--- src/design/pcx_rle_pkg.sv ---
// ----------------------------------------------------------------------------
// PCX run-length decoder package
// Shared constants, header offsets, phase codes and the control and status
// structs that pass between the controller and the datapath.
// ----------------------------------------------------------------------------
package pcx_rle_pkg;

  // Largest image the decoder accepts; xmax and ymax must stay below these.
  localparam int MAX_WIDTH  = 640;
  localparam int MAX_HEIGHT = 480;

  localparam int HEADER_BYTES = 128;
  localparam int HDR_CNT_W    = $clog2(HEADER_BYTES);

  // Field widths of a pixel result.
  localparam int PIXEL_W  = 8;
  localparam int COLUMN_W = 10;
  localparam int LINE_W   = 9;
  localparam int COUNT_W  = 6;
  localparam int LIMIT_W  = 16;

  // The column counter holds xmax plus a whole run of 63 pixels.
  localparam int COL_CNT_W  = $clog2(MAX_WIDTH + 63);
  localparam int LINE_CNT_W = (MAX_HEIGHT > 1) ? $clog2(MAX_HEIGHT) : 1;

  // Header byte offsets that are checked or captured.
  localparam logic [HDR_CNT_W-1:0] HDR_MANUFACTURER = HDR_CNT_W'(0);
  localparam logic [HDR_CNT_W-1:0] HDR_VERSION      = HDR_CNT_W'(1);
  localparam logic [HDR_CNT_W-1:0] HDR_ENCODING     = HDR_CNT_W'(2);
  localparam logic [HDR_CNT_W-1:0] HDR_BPP          = HDR_CNT_W'(3);
  localparam logic [HDR_CNT_W-1:0] HDR_XMAX_LO      = HDR_CNT_W'(8);
  localparam logic [HDR_CNT_W-1:0] HDR_XMAX_HI      = HDR_CNT_W'(9);
  localparam logic [HDR_CNT_W-1:0] HDR_YMAX_LO      = HDR_CNT_W'(10);
  localparam logic [HDR_CNT_W-1:0] HDR_YMAX_HI      = HDR_CNT_W'(11);
  localparam logic [HDR_CNT_W-1:0] HDR_LAST         = HDR_CNT_W'(HEADER_BYTES - 1);

  // Expected header contents.
  localparam logic [7:0] MANUFACTURER = 8'h0A;
  localparam logic [7:0] VERSION      = 8'd5;
  localparam logic [7:0] ENCODING     = 8'd1;
  localparam logic [7:0] PIXEL_DEPTH  = 8'd8;

  // A byte whose two top bits are set carries a run count.
  localparam logic [1:0] RUN_MARK = 2'b11;

  // Decoder phases.
  localparam logic [1:0] PH_HEADER     = 2'd0;
  localparam logic [1:0] PH_HEADER_BAD = 2'd1;
  localparam logic [1:0] PH_DATA       = 2'd2;
  localparam logic [1:0] PH_IDLE       = 2'd3;

  // Result kinds.
  localparam logic KIND_PIXEL = 1'b0;
  localparam logic KIND_ERROR = 1'b1;

  typedef struct packed {
    logic ready;  // input channel may take a transaction
    logic emit;   // load the output register with the head of the run
  } dp_cmd_t;

  typedef struct packed {
    logic take;       // input transaction completes this cycle
    logic produce;    // the byte being taken gives at least one result
    logic multi;      // the byte being taken gives more than one result
    logic slot_free;  // output register empty or being emptied
    logic run_last;   // the stored run has one result left
  } dp_stat_t;

endpackage

--- src/design/pcx_rle_if.sv ---
// ----------------------------------------------------------------------------
// PCX run-length decoder channels
// Byte input channel and pixel result channel, both valid/ready.
// ----------------------------------------------------------------------------
interface pcx_byte_if;
  logic       valid;
  logic       ready;
  logic [7:0] data_byte;
  logic       file_start;

  modport source (output valid, output data_byte, output file_start, input ready);
  modport sink (input valid, input data_byte, input file_start, output ready);
endinterface

interface pcx_pix_if;
  logic       valid;
  logic       ready;
  logic       kind;
  logic [7:0] pixel;
  logic [9:0] column;
  logic [8:0] line;
  logic       run_end;
  logic       image_end;

  modport source (output valid, output kind, output pixel, output column, output line,
                  output run_end, output image_end, input ready);
  modport sink (input valid, input kind, input pixel, input column, input line,
                input run_end, input image_end, output ready);
endinterface

--- src/design/pcx_rle_ctrl.sv ---
// ----------------------------------------------------------------------------
// PCX run-length decoder controller
// Sequences input transactions and the emission of run pixels, one per cycle while the output register is free.
// ----------------------------------------------------------------------------
module pcx_rle_ctrl
  import pcx_rle_pkg::*;
(
  input  logic     clk,
  input  logic     rst,
  input  dp_stat_t stat,
  output dp_cmd_t  cmd
);

  localparam logic S_READY = 1'b0;
  localparam logic S_RUN   = 1'b1;

  logic state;
  logic state_next;
  logic in_ready;
  logic emit;

  assign in_ready = (state == S_READY);
  assign cmd      = '{ready: in_ready, emit: emit};

  always_comb begin
    state_next = state;
    emit       = 1'b0;
    case (state)
      S_READY: begin
        if (stat.take && stat.produce) begin
          // The first result goes straight out when the output register allows.
          emit = stat.slot_free;
          if (!stat.slot_free || stat.multi) begin
            state_next = S_RUN;
          end
        end
      end
      S_RUN: begin
        emit = stat.slot_free;
        if (stat.slot_free && stat.run_last) begin
          state_next = S_READY;
        end
      end
      default: begin
        state_next = S_READY;
      end
    endcase
  end

  always_ff @(posedge clk) begin
    if (rst) begin
      state <= S_READY;
    end else begin
      state <= state_next;
    end
  end

endmodule

--- src/design/pcx_rle_dp.sv ---
// ----------------------------------------------------------------------------
// PCX run-length decoder datapath
// Header checks, run-length decoding, position counters, the run register
// and the output register.
// ----------------------------------------------------------------------------
module pcx_rle_dp
  import pcx_rle_pkg::*;
(
  input  logic            clk,
  input  logic            rst,
  pcx_byte_if.sink        bytes,
  pcx_pix_if.source       pixels,
  input  dp_cmd_t         cmd,
  output dp_stat_t        stat
);

  // Decoder state.
  logic [1:0]            phase;
  logic [HDR_CNT_W-1:0]  header_count;
  logic [LIMIT_W-1:0]    width_limit;
  logic [LIMIT_W-1:0]    height_limit;
  logic                  awaiting_value;
  logic [COUNT_W-1:0]    pending_count;
  logic [COL_CNT_W-1:0]  cur_column;
  logic [LINE_CNT_W-1:0] cur_line;

  logic [1:0]            phase_next;
  logic [HDR_CNT_W-1:0]  header_count_next;
  logic [LIMIT_W-1:0]    width_limit_next;
  logic [LIMIT_W-1:0]    height_limit_next;
  logic                  awaiting_value_next;
  logic [COUNT_W-1:0]    pending_count_next;
  logic [COL_CNT_W-1:0]  cur_column_next;
  logic [LINE_CNT_W-1:0] cur_line_next;

  // State as seen by the byte being taken; a file start restarts it.
  logic [1:0]            eff_phase;
  logic [HDR_CNT_W-1:0]  eff_count;
  logic [LIMIT_W-1:0]    eff_width;
  logic [LIMIT_W-1:0]    eff_height;
  logic                  eff_awaiting;
  logic [COUNT_W-1:0]    eff_pending;
  logic [COL_CNT_W-1:0]  eff_column;
  logic [LINE_CNT_W-1:0] eff_line;

  // Run that the byte being taken starts.
  logic                  f_produce;
  logic                  f_kind;
  logic [PIXEL_W-1:0]    f_value;
  logic [COL_CNT_W-1:0]  f_col;
  logic [LINE_CNT_W-1:0] f_line;
  logic [COUNT_W-1:0]    f_left;
  logic                  f_last;

  logic                  hdr_bad;
  logic                  run_go;
  logic [COUNT_W-1:0]    run_n;
  logic [COL_CNT_W-1:0]  next_col;
  logic                  past_edge;
  logic                  at_bottom;

  // Run register: the part of a run still to be emitted.
  logic                  run_kind;
  logic [PIXEL_W-1:0]    run_value;
  logic [COL_CNT_W-1:0]  run_col;
  logic [LINE_CNT_W-1:0] run_line;
  logic [COUNT_W-1:0]    run_left;
  logic                  run_last;

  // Head of the run: fresh from the input on a take, else from the run register.
  logic                  h_kind;
  logic [PIXEL_W-1:0]    h_value;
  logic [COL_CNT_W-1:0]  h_col;
  logic [LINE_CNT_W-1:0] h_line;
  logic [COUNT_W-1:0]    h_left;
  logic                  h_last;
  logic [LIMIT_W-1:0]    h_col_wide;
  logic [LIMIT_W-1:0]    h_line_wide;
  logic [COLUMN_W-1:0]   h_col_sat;

  // Output register.
  logic                  out_valid;
  logic                  out_kind;
  logic [PIXEL_W-1:0]    out_pixel;
  logic [COLUMN_W-1:0]   out_column;
  logic [LINE_W-1:0]     out_line;
  logic                  out_run_end;
  logic                  out_image_end;

  logic take;
  logic slot_free;

  assign take        = bytes.valid && cmd.ready;
  assign slot_free   = !out_valid || pixels.ready;
  assign bytes.ready = cmd.ready;

  always_comb begin
    if (bytes.file_start) begin
      eff_phase    = PH_HEADER;
      eff_count    = '0;
      eff_width    = '0;
      eff_height   = '0;
      eff_awaiting = 1'b0;
      eff_pending  = '0;
      eff_column   = '0;
      eff_line     = '0;
    end else begin
      eff_phase    = phase;
      eff_count    = header_count;
      eff_width    = width_limit;
      eff_height   = height_limit;
      eff_awaiting = awaiting_value;
      eff_pending  = pending_count;
      eff_column   = cur_column;
      eff_line     = cur_line;
    end
  end

  always_comb begin
    phase_next          = eff_phase;
    header_count_next   = eff_count;
    width_limit_next    = eff_width;
    height_limit_next   = eff_height;
    awaiting_value_next = eff_awaiting;
    pending_count_next  = eff_pending;
    cur_column_next     = eff_column;
    cur_line_next       = eff_line;

    f_produce = 1'b0;
    f_kind    = KIND_PIXEL;
    f_value   = bytes.data_byte;
    f_col     = eff_column;
    f_line    = eff_line;
    f_left    = COUNT_W'(1);
    f_last    = 1'b0;

    hdr_bad   = 1'b0;
    run_go    = 1'b0;
    run_n     = COUNT_W'(1);
    next_col  = eff_column;
    past_edge = 1'b0;
    at_bottom = 1'b0;

    case (eff_phase)
      PH_HEADER, PH_HEADER_BAD: begin
        case (eff_count)
          HDR_MANUFACTURER: hdr_bad = (bytes.data_byte != MANUFACTURER);
          HDR_VERSION:      hdr_bad = (bytes.data_byte != VERSION);
          HDR_ENCODING:     hdr_bad = (bytes.data_byte != ENCODING);
          HDR_BPP:          hdr_bad = (bytes.data_byte != PIXEL_DEPTH);
          HDR_XMAX_LO:      width_limit_next  = {eff_width[15:8], bytes.data_byte};
          HDR_XMAX_HI:      width_limit_next  = {bytes.data_byte, eff_width[7:0]};
          HDR_YMAX_LO:      height_limit_next = {eff_height[15:8], bytes.data_byte};
          HDR_YMAX_HI:      height_limit_next = {bytes.data_byte, eff_height[7:0]};
          default: begin
          end
        endcase
        if (hdr_bad) begin
          phase_next = PH_HEADER_BAD;
        end
        // Every check is judged together once ymax is complete.
        if (eff_count == HDR_YMAX_HI &&
            (phase_next == PH_HEADER_BAD ||
             width_limit_next >= LIMIT_W'(MAX_WIDTH) ||
             height_limit_next >= LIMIT_W'(MAX_HEIGHT))) begin
          phase_next = PH_IDLE;
          f_produce  = 1'b1;
          f_kind     = KIND_ERROR;
          f_value    = '0;
          f_col      = '0;
          f_line     = '0;
        end else begin
          header_count_next = eff_count + HDR_CNT_W'(1);
          if (eff_count == HDR_LAST) begin
            phase_next = PH_DATA;
          end
        end
      end
      PH_DATA: begin
        if (eff_awaiting) begin
          run_n               = eff_pending;
          awaiting_value_next = 1'b0;
          run_go              = 1'b1;
        end else if (bytes.data_byte[7:6] == RUN_MARK) begin
          pending_count_next  = bytes.data_byte[COUNT_W-1:0];
          awaiting_value_next = 1'b1;
        end else begin
          run_go = 1'b1;
        end
        if (run_go && run_n != '0) begin
          next_col  = eff_column + COL_CNT_W'(run_n);
          past_edge = (LIMIT_W'(next_col) > eff_width);
          at_bottom = (LIMIT_W'(eff_line) == eff_height);
          f_produce = 1'b1;
          f_left    = run_n;
          f_last    = past_edge && at_bottom;
          if (past_edge) begin
            cur_column_next = '0;
            if (at_bottom) begin
              phase_next = PH_IDLE;
            end else begin
              cur_line_next = eff_line + LINE_CNT_W'(1);
            end
          end else begin
            cur_column_next = next_col;
          end
        end
      end
      default: begin
      end
    endcase
  end

  always_comb begin
    if (take) begin
      h_kind  = f_kind;
      h_value = f_value;
      h_col   = f_col;
      h_line  = f_line;
      h_left  = f_left;
      h_last  = f_last;
    end else begin
      h_kind  = run_kind;
      h_value = run_value;
      h_col   = run_col;
      h_line  = run_line;
      h_left  = run_left;
      h_last  = run_last;
    end
    h_col_wide  = LIMIT_W'(h_col);
    h_line_wide = LIMIT_W'(h_line);
    // A spilling run past the field saturates the reported column.
    if (h_col_wide > LIMIT_W'({COLUMN_W{1'b1}})) begin
      h_col_sat = {COLUMN_W{1'b1}};
    end else begin
      h_col_sat = h_col_wide[COLUMN_W-1:0];
    end
  end

  assign stat = '{take:      take,
                  produce:   f_produce,
                  multi:     (f_left != COUNT_W'(1)),
                  slot_free: slot_free,
                  run_last:  (run_left == COUNT_W'(1))};

  always_ff @(posedge clk) begin
    if (rst) begin
      phase          <= PH_HEADER;
      header_count   <= '0;
      width_limit    <= '0;
      height_limit   <= '0;
      awaiting_value <= 1'b0;
      pending_count  <= '0;
      cur_column     <= '0;
      cur_line       <= '0;
      out_valid      <= 1'b0;
    end else begin
      if (take) begin
        phase          <= phase_next;
        header_count   <= header_count_next;
        width_limit    <= width_limit_next;
        height_limit   <= height_limit_next;
        awaiting_value <= awaiting_value_next;
        pending_count  <= pending_count_next;
        cur_column     <= cur_column_next;
        cur_line       <= cur_line_next;
      end
      if (cmd.emit) begin
        out_valid <= 1'b1;
      end else if (pixels.ready) begin
        out_valid <= 1'b0;
      end
    end
  end

  always_ff @(posedge clk) begin
    if (take || cmd.emit) begin
      run_kind  <= h_kind;
      run_value <= h_value;
      run_line  <= h_line;
      run_last  <= h_last;
      if (cmd.emit) begin
        run_col  <= h_col + COL_CNT_W'(1);
        run_left <= h_left - COUNT_W'(1);
      end else begin
        run_col  <= h_col;
        run_left <= h_left;
      end
    end
    if (cmd.emit) begin
      out_kind      <= h_kind;
      out_pixel     <= h_value;
      out_column    <= h_col_sat;
      out_line      <= h_line_wide[LINE_W-1:0];
      out_run_end   <= (h_left == COUNT_W'(1));
      out_image_end <= (h_left == COUNT_W'(1)) && h_last;
    end
  end

  assign pixels.valid     = out_valid;
  assign pixels.kind      = out_kind;
  assign pixels.pixel     = out_pixel;
  assign pixels.column    = out_column;
  assign pixels.line      = out_line;
  assign pixels.run_end   = out_run_end;
  assign pixels.image_end = out_image_end;

  // The output register is never overwritten while a result still waits.
  a_emit_into_free_slot: assert property (@(posedge clk) disable iff (rst)
    cmd.emit |-> slot_free)
    else $error("result loaded over a waiting result");

  // Once in the data phase the image limits have passed the header checks.
  a_limits_checked: assert property (@(posedge clk) disable iff (rst)
    (phase == PH_DATA) |-> (width_limit < LIMIT_W'(MAX_WIDTH) &&
                            height_limit < LIMIT_W'(MAX_HEIGHT)))
    else $error("data phase entered with limits out of range");

  // Between bytes the column never rests beyond xmax.
  a_column_in_field: assert property (@(posedge clk) disable iff (rst)
    (phase == PH_DATA) |-> (LIMIT_W'(cur_column) <= width_limit))
    else $error("column rests beyond xmax");

  // The line counter never passes ymax.
  a_line_in_field: assert property (@(posedge clk) disable iff (rst)
    (phase == PH_DATA) |-> (LIMIT_W'(cur_line) <= height_limit))
    else $error("line counter beyond ymax");

endmodule

--- src/design/pcx_rle_image_decoder.sv ---
// ----------------------------------------------------------------------------
// PCX run-length image decoder
// Checks the header of an 8-bit PCX file and decodes its pixel data.
// ----------------------------------------------------------------------------
// Usage: file bytes enter on the bytes channel, one per transaction, with
// file_start set on the first byte of each file. Results leave on the pixels
// channel: one pixel with its column and line, or a single error result
// (kind set) when the header is rejected at byte 11.
// Header bytes, but for a rejected byte 11, and run count bytes give no result.
// A literal byte's pixel is loaded into the output register once that
// register is free. A value byte with run count n gives n pixels, one per
// cycle while the receiver takes them, through the single output register;
// the input is not ready again until the last pixel of the run is registered.
// A count of zero gives no result.
// Reset clears the decoder to expect header byte 0 and empties the output
// register. When the receiver stalls, the output register holds its result
// and a run pauses; a byte that gives a result may still be taken while the
// previous result waits, its pixels then follow once the register frees.
// Bytes after the final pixel or after a rejected header give no result.
// ----------------------------------------------------------------------------
module pcx_rle_image_decoder
  import pcx_rle_pkg::*;
(
  input  logic      clk,
  input  logic      rst,
  pcx_byte_if.sink  bytes,
  pcx_pix_if.source pixels
);

  dp_cmd_t  cmd;
  dp_stat_t stat;

  pcx_rle_ctrl u_ctrl (
    .clk  (clk),
    .rst  (rst),
    .stat (stat),
    .cmd  (cmd)
  );

  pcx_rle_dp u_dp (
    .clk    (clk),
    .rst    (rst),
    .bytes  (bytes),
    .pixels (pixels),
    .cmd    (cmd),
    .stat   (stat)
  );

endmodule
--- src/flat_wrapper.sv ---
// flat-port wrapper written by rule: the top's interface ports become plain ports
module pcx_rle_image_decoder_flat import pcx_rle_pkg::*;
  (clk, rst, bytes_valid, bytes_data_byte, bytes_file_start, bytes_ready, pixels_valid, pixels_kind, pixels_pixel, pixels_column, pixels_line, pixels_run_end, pixels_image_end, pixels_ready);
  pcx_byte_if bytes_i ();
  pcx_pix_if pixels_i ();
  input  logic clk;
  input  logic rst;
  input wire logic [$bits(bytes_i.valid)-1:0] bytes_valid;
  input wire logic [$bits(bytes_i.data_byte)-1:0] bytes_data_byte;
  input wire logic [$bits(bytes_i.file_start)-1:0] bytes_file_start;
  output wire logic [$bits(bytes_i.ready)-1:0] bytes_ready;
  output wire logic [$bits(pixels_i.valid)-1:0] pixels_valid;
  output wire logic [$bits(pixels_i.kind)-1:0] pixels_kind;
  output wire logic [$bits(pixels_i.pixel)-1:0] pixels_pixel;
  output wire logic [$bits(pixels_i.column)-1:0] pixels_column;
  output wire logic [$bits(pixels_i.line)-1:0] pixels_line;
  output wire logic [$bits(pixels_i.run_end)-1:0] pixels_run_end;
  output wire logic [$bits(pixels_i.image_end)-1:0] pixels_image_end;
  input wire logic [$bits(pixels_i.ready)-1:0] pixels_ready;
  assign bytes_i.valid = bytes_valid;
  assign bytes_i.data_byte = bytes_data_byte;
  assign bytes_i.file_start = bytes_file_start;
  assign bytes_ready = bytes_i.ready;
  assign pixels_valid = pixels_i.valid;
  assign pixels_kind = pixels_i.kind;
  assign pixels_pixel = pixels_i.pixel;
  assign pixels_column = pixels_i.column;
  assign pixels_line = pixels_i.line;
  assign pixels_run_end = pixels_i.run_end;
  assign pixels_image_end = pixels_i.image_end;
  assign pixels_i.ready = pixels_ready;
  pcx_rle_image_decoder u_core (.clk(clk), .rst(rst), .bytes(bytes_i), .pixels(pixels_i));
endmodule
--- config.mk ---
export PLATFORM = sky130hd
export DESIGN_NAME = pcx_rle_image_decoder_flat
export DESIGN_NICKNAME = d
export VERILOG_FILES = /design/src/design/pcx_rle_pkg.sv /design/src/design/pcx_rle_if.sv /design/src/design/pcx_rle_ctrl.sv /design/src/design/pcx_rle_dp.sv /design/src/design/pcx_rle_image_decoder.sv /design/src/flat_wrapper.sv
export SDC_FILE = /design/constraint.sdc
export NUM_CORES = 1
export LEC_CHECK = 0
export CAP_MARGIN = 10
export CORE_AREA = 3 3 118 120
export CTS_BUF_LIST = sky130_fd_sc_hd__clkbuf_16
export DETAILED_ROUTE_END_ITERATION = 12
export DIE_AREA = 0 0 121 123
export DONT_BUFFER_PORTS = 1
export PLACE_DENSITY = 0.69
export SYNTH_ARGS = -nofsm -noshare
export SYNTH_HDL_FRONTEND = slang
export SYNTH_SLANG_ARGS = --single-unit
--- constraint.sdc ---
create_clock -name clk -period 7.1 [get_ports clk]
set_clock_uncertainty 0.05 [all_clocks]
set_input_delay 1.42 -clock clk [delete_from_list [all_inputs] [get_ports clk]]
set_output_delay 1.42 -clock clk [all_outputs]
set_load 0.05 [all_outputs]
==> reports/qor.yml <==
critPathLaunch: "bytes_file_start"
reg2reg_to: "u_core.u_dp.cur_column[4]$_SDFFE_PP0P_"
worstSkewPairLatency_ns: 0.43
cts_root_buf: "clkbuf_16"
final_hold_viol_count: 0
dr.pass1.iters: 5
p_seq_share_pct: 48.9
synth_top_area_share_pct: 27.6
leakage_nw: 2.83
cp-endpoint: "u_core.u_dp.cur_column[4]$_SDFFE_PP0P_"
grt_pass1_vias: 5335
worst_pin_slew_ns: 1.19
wire_per_inst_um: 19.7
status: "completed"
cts_setup_buffers: 0
dp_hpwl_mm: 11.8
drc: 0
ys_seq_area_share_pct: 47.2
syn_inst: 725
synth-async-reset-ratio_pct: 0
clk_pin_slew_ns: 0.06
timing.rr.start: "u_core.u_dp.awaiting_value$_SDFFE_PP0P_"
maxCapViolCount: 0
core_um2: 13100
comb_power_share_pct: 6.7
cp.arrival_ns: 6.21
cts_buffers: 17
ys.flop_type: "dfxtp_1"
p_sw_mw: 0.413
grt_max_degree: 74
path_class: "input pin to flop"
peakVddDrop_uv: 179
start_util_pct: 54.0
area_delta_synth_final_pct: 8.41
routed_wl_mm: 17.5
fp.dieArea_um2: 14900
powerDensity_nw_per_um2: 228
ctsResizeCount: 0
synth_seq_cells: 134
rrSetupSlack_ns: 1.69
fillCellCount: 1117
yosys_warnings: 0
vias_per_cell: 6.31
synth.avg_cell_area_um2: 9.75
clkPwrFrac_pct: 44.4
synth.net_count: 762
multi_input_area_um2: 3480
antenna_found_initial: 0
die_h_um: 123
cts-htree-levels: 4
yosys.cell_types.count: 71
synth-edff-count: 65
ios: 45
grt_pass1_wl_mm: 27.9
rsz0062_at_grt: "false"
fmax_mhz: 169
nets: 735
die_width_um: 121
cts_buffer_depth: 2
seq_area_um2: 3330
slew_headroom_pct: 20.2
drive_gt1_share_pct: 8.86
hold_buffers: 0
hold_ws_ns: 0.401
syn_area_um2: 7070
synthTopCellsByArea: "edfxtp_1, dfxtp_1, nor2_1, ha_1, a22oi_1"
drv_slew: 0
n_antenna_cell: 0
ant_nets: 0
min-delay-start: "u_core.u_dp.height_limit[14]$_SDFFE_PP0P_"
gr-usage-all-layers_pct: 24.4
crit_path_max_fanout: 41
period_share_pct: 83.4
hp-class: "flop to flop"
synth_top_cell_by_area: "edfxtp_1"
switching_share_pct: 23.6
drt_iter0_drc: 555
setup_viol: 0
required_ns: 7.38
grt-ovfl-total: 0
worstHoldPathCells: 2
cts_tree: "yes"
gp_congestion: 0.893
period_minus_slack_ns: 5.92
r2r_cells: 19
port_buffers: 0
tns_ns: 0
end_kind: "flop"
num_vias: 5596
num_rows: 42
internal-power_mw: 1.33
clkSinkCount: 134
start_kind: "input pin"
cells in the mapped netlist (3+ instances only):
master	count
a211oi_1	6
a21o_1	7
a21oi_1	32
a221oi_1	8
a22o_1	21
a22oi_1	32
a311oi_1	4
a31oi_1	6
a32oi_1	7
a41oi_1	3
and2_1	7
and3_1	8
buf_1	4
buf_2	4
clkbuf_1	43
dfxtp_1	69
edfxtp_1	65
ha_1	23
inv_1	19
mux2i_1	4
nand2_1	48
nand2b_1	10
nand3_1	15
nand3b_1	4
nand4_1	5
nor2_1	92
nor2b_1	17
nor3_1	22
nor4_1	3
nor4_2	3
o2111ai_1	3
o211ai_1	3
o21a_1	6
o21ai_0	21
o21ai_1	4
o21bai_1	3
o31ai_1	5
o32a_1	3
or2_2	7
or3_1	4
or4_1	5
xnor2_1	13
xor2_1	21
cell type report:
| class | count | share of cell area, % |
|---|---|---|
| clock buffers | 18 | 5.88 |
| clock inverters | 14 | 0.865 |
| inverters | 19 | 0.931 |
| multi-input cells | 521 | 45.5 |
| flip-flops and latches | 134 | 43.5 |
| well taps | 176 | 2.87 |
| repair buffers | 5 | 0.490 |
routing by layer:
layer / GRT usage [%] / vias to the layer above / wire length [µm]
li1: - / 2642 / -
met1: 31.6 / 2710 / 7680
met2: 39.9 / 206 / 8360
met3: 5.17 / 38 / 1070
met4: 10.2 / 0 / 397
met5: 0 / - / 0
registers in the layout, summed over array words and instances, names as in the netlist:
name / flops
u_core.u_dp.pixels.image_end: 1
u_core.u_dp.run_value: 8
u_core.u_dp.height_limit: 16
u_core.u_dp.run_last: 1
u_core.u_dp.phase: 2
u_core.u_dp.cur_column: 10
u_core.u_dp.pending_count: 6
u_core.u_dp.run_left: 6
u_core.u_dp.width_limit: 16
u_core.u_dp.run_col: 10
u_core.u_dp.awaiting_value: 1
u_core.u_dp.pixels.kind: 1
u_core.u_dp.cur_line: 9
u_core.u_ctrl.state: 1
u_core.u_dp.run_line: 9
u_core.u_dp.pixels.valid: 1
u_core.u_dp.header_count: 7
u_core.u_dp.pixels.run_end: 1
u_core.u_dp.pixels.pixel: 8
u_core.u_dp.pixels.column: 10
u_core.u_dp.run_kind: 1
u_core.u_dp.pixels.line: 9
worst max-delay path: stages:
cell,delay (ns)
nor2b_1,0.33
nand2_1,0.17
inv_1,0.12
ha_1,0.24
a21o_1,0.16
a21oi_1,0.25
o21bai_1,0.10
a21o_1,0.21
a21oi_1,0.29
o21ai_0,0.12
a21oi_1,0.23
ha_1,0.29
a21o_1,0.19
a211oi_1,0.29
nor3b_1,0.57
a21oi_1,0.18
nor2_1,0.61
a21oi_1,0.17
nor3_1,0.24
kinds of logic after synthesis:
logic type	Yosys count	synth area share [%]
muxes	7	1.04
xor gates and xnor gates	34	4.21
adders and majority gates	24	4.35
buffers and inverters	70	3.79
and+or+nand+nor	264	19.1
AOI/OAI and AO/OA	192	20.4
DFF	134	47.2
layout by cell type, fill, tap and decap left out, types with 4 or more instances in the layout:
cell and n:
nor2b_1 16, edfxtp_1 65, a32oi_1 7, or4_1 5
inv_1 22, o21ai_1 4, mux2i_1 4, nor3_1 22
xnor2_1 13, xor2_1 21, nand2_1 48, buf_4 5
and3_1 8, a221oi_1 8, dfxtp_1 69, clkbuf_16 18
a311oi_1 4, nand3b_1 4, clkinv_2 4, or2_2 7
and2_1 7, a21o_1 7, nand3_1 15, nand2b_1 9
a211oi_1 6, o21a_1 6, nand4_1 5, a22o_1 21
nor2_1 92, o31ai_1 5, a21oi_1 32, a22oi_1 32
o21ai_0 20, or3_1 4, ha_1 23, a31oi_1 6
worst min path at each step:
stage	slack, ns	endpoint
finish	0.40	u_core.u_dp.height_limit[14]$_SDFFE_PP0P_
global placement	0.39	u_core.u_dp.height_limit[14]$_SDFFE_PP0P_
detailed placement	0.39	u_core.u_dp.height_limit[14]$_SDFFE_PP0P_
global route	0.42	u_core.u_dp.height_limit[14]$_SDFFE_PP0P_
CTS	0.40	u_core.u_dp.height_limit[14]$_SDFFE_PP0P_
floorplan	0.38	u_core.u_dp.height_limit[14]$_SDFFE_PP0P_
through the flow:
stage | util (%) | cell area (µm²) | setup WS (ns) | power [mW] | std cells
after detailed placement | 54.6 | 7150 | 0.868 | 0.984 | 855
after floorplan | - | 7070 | 1.53 | 0.969 | 725
final | 58.6 | 7660 | 1.18 | 1.75 | 887
after global routing | 58.6 | 7660 | 0.642 | 1.81 | 887
after global placement | 54.6 | 7150 | 1.18 | 0.980 | 855
after CTS | 58.6 | 7660 | 1.29 | 1.75 | 887
power by group through the flow:
stage	clock, mW	combinational, mW	sequential [mW]
floorplan	0	0.103	0.866
global placement	0	0.111	0.869
detailed placement	0	0.115	0.869
CTS	0.785	0.116	0.854
global route	0.823	0.128	0.856
finish	0.775	0.117	0.854
(Power assumes the default switching activity.)
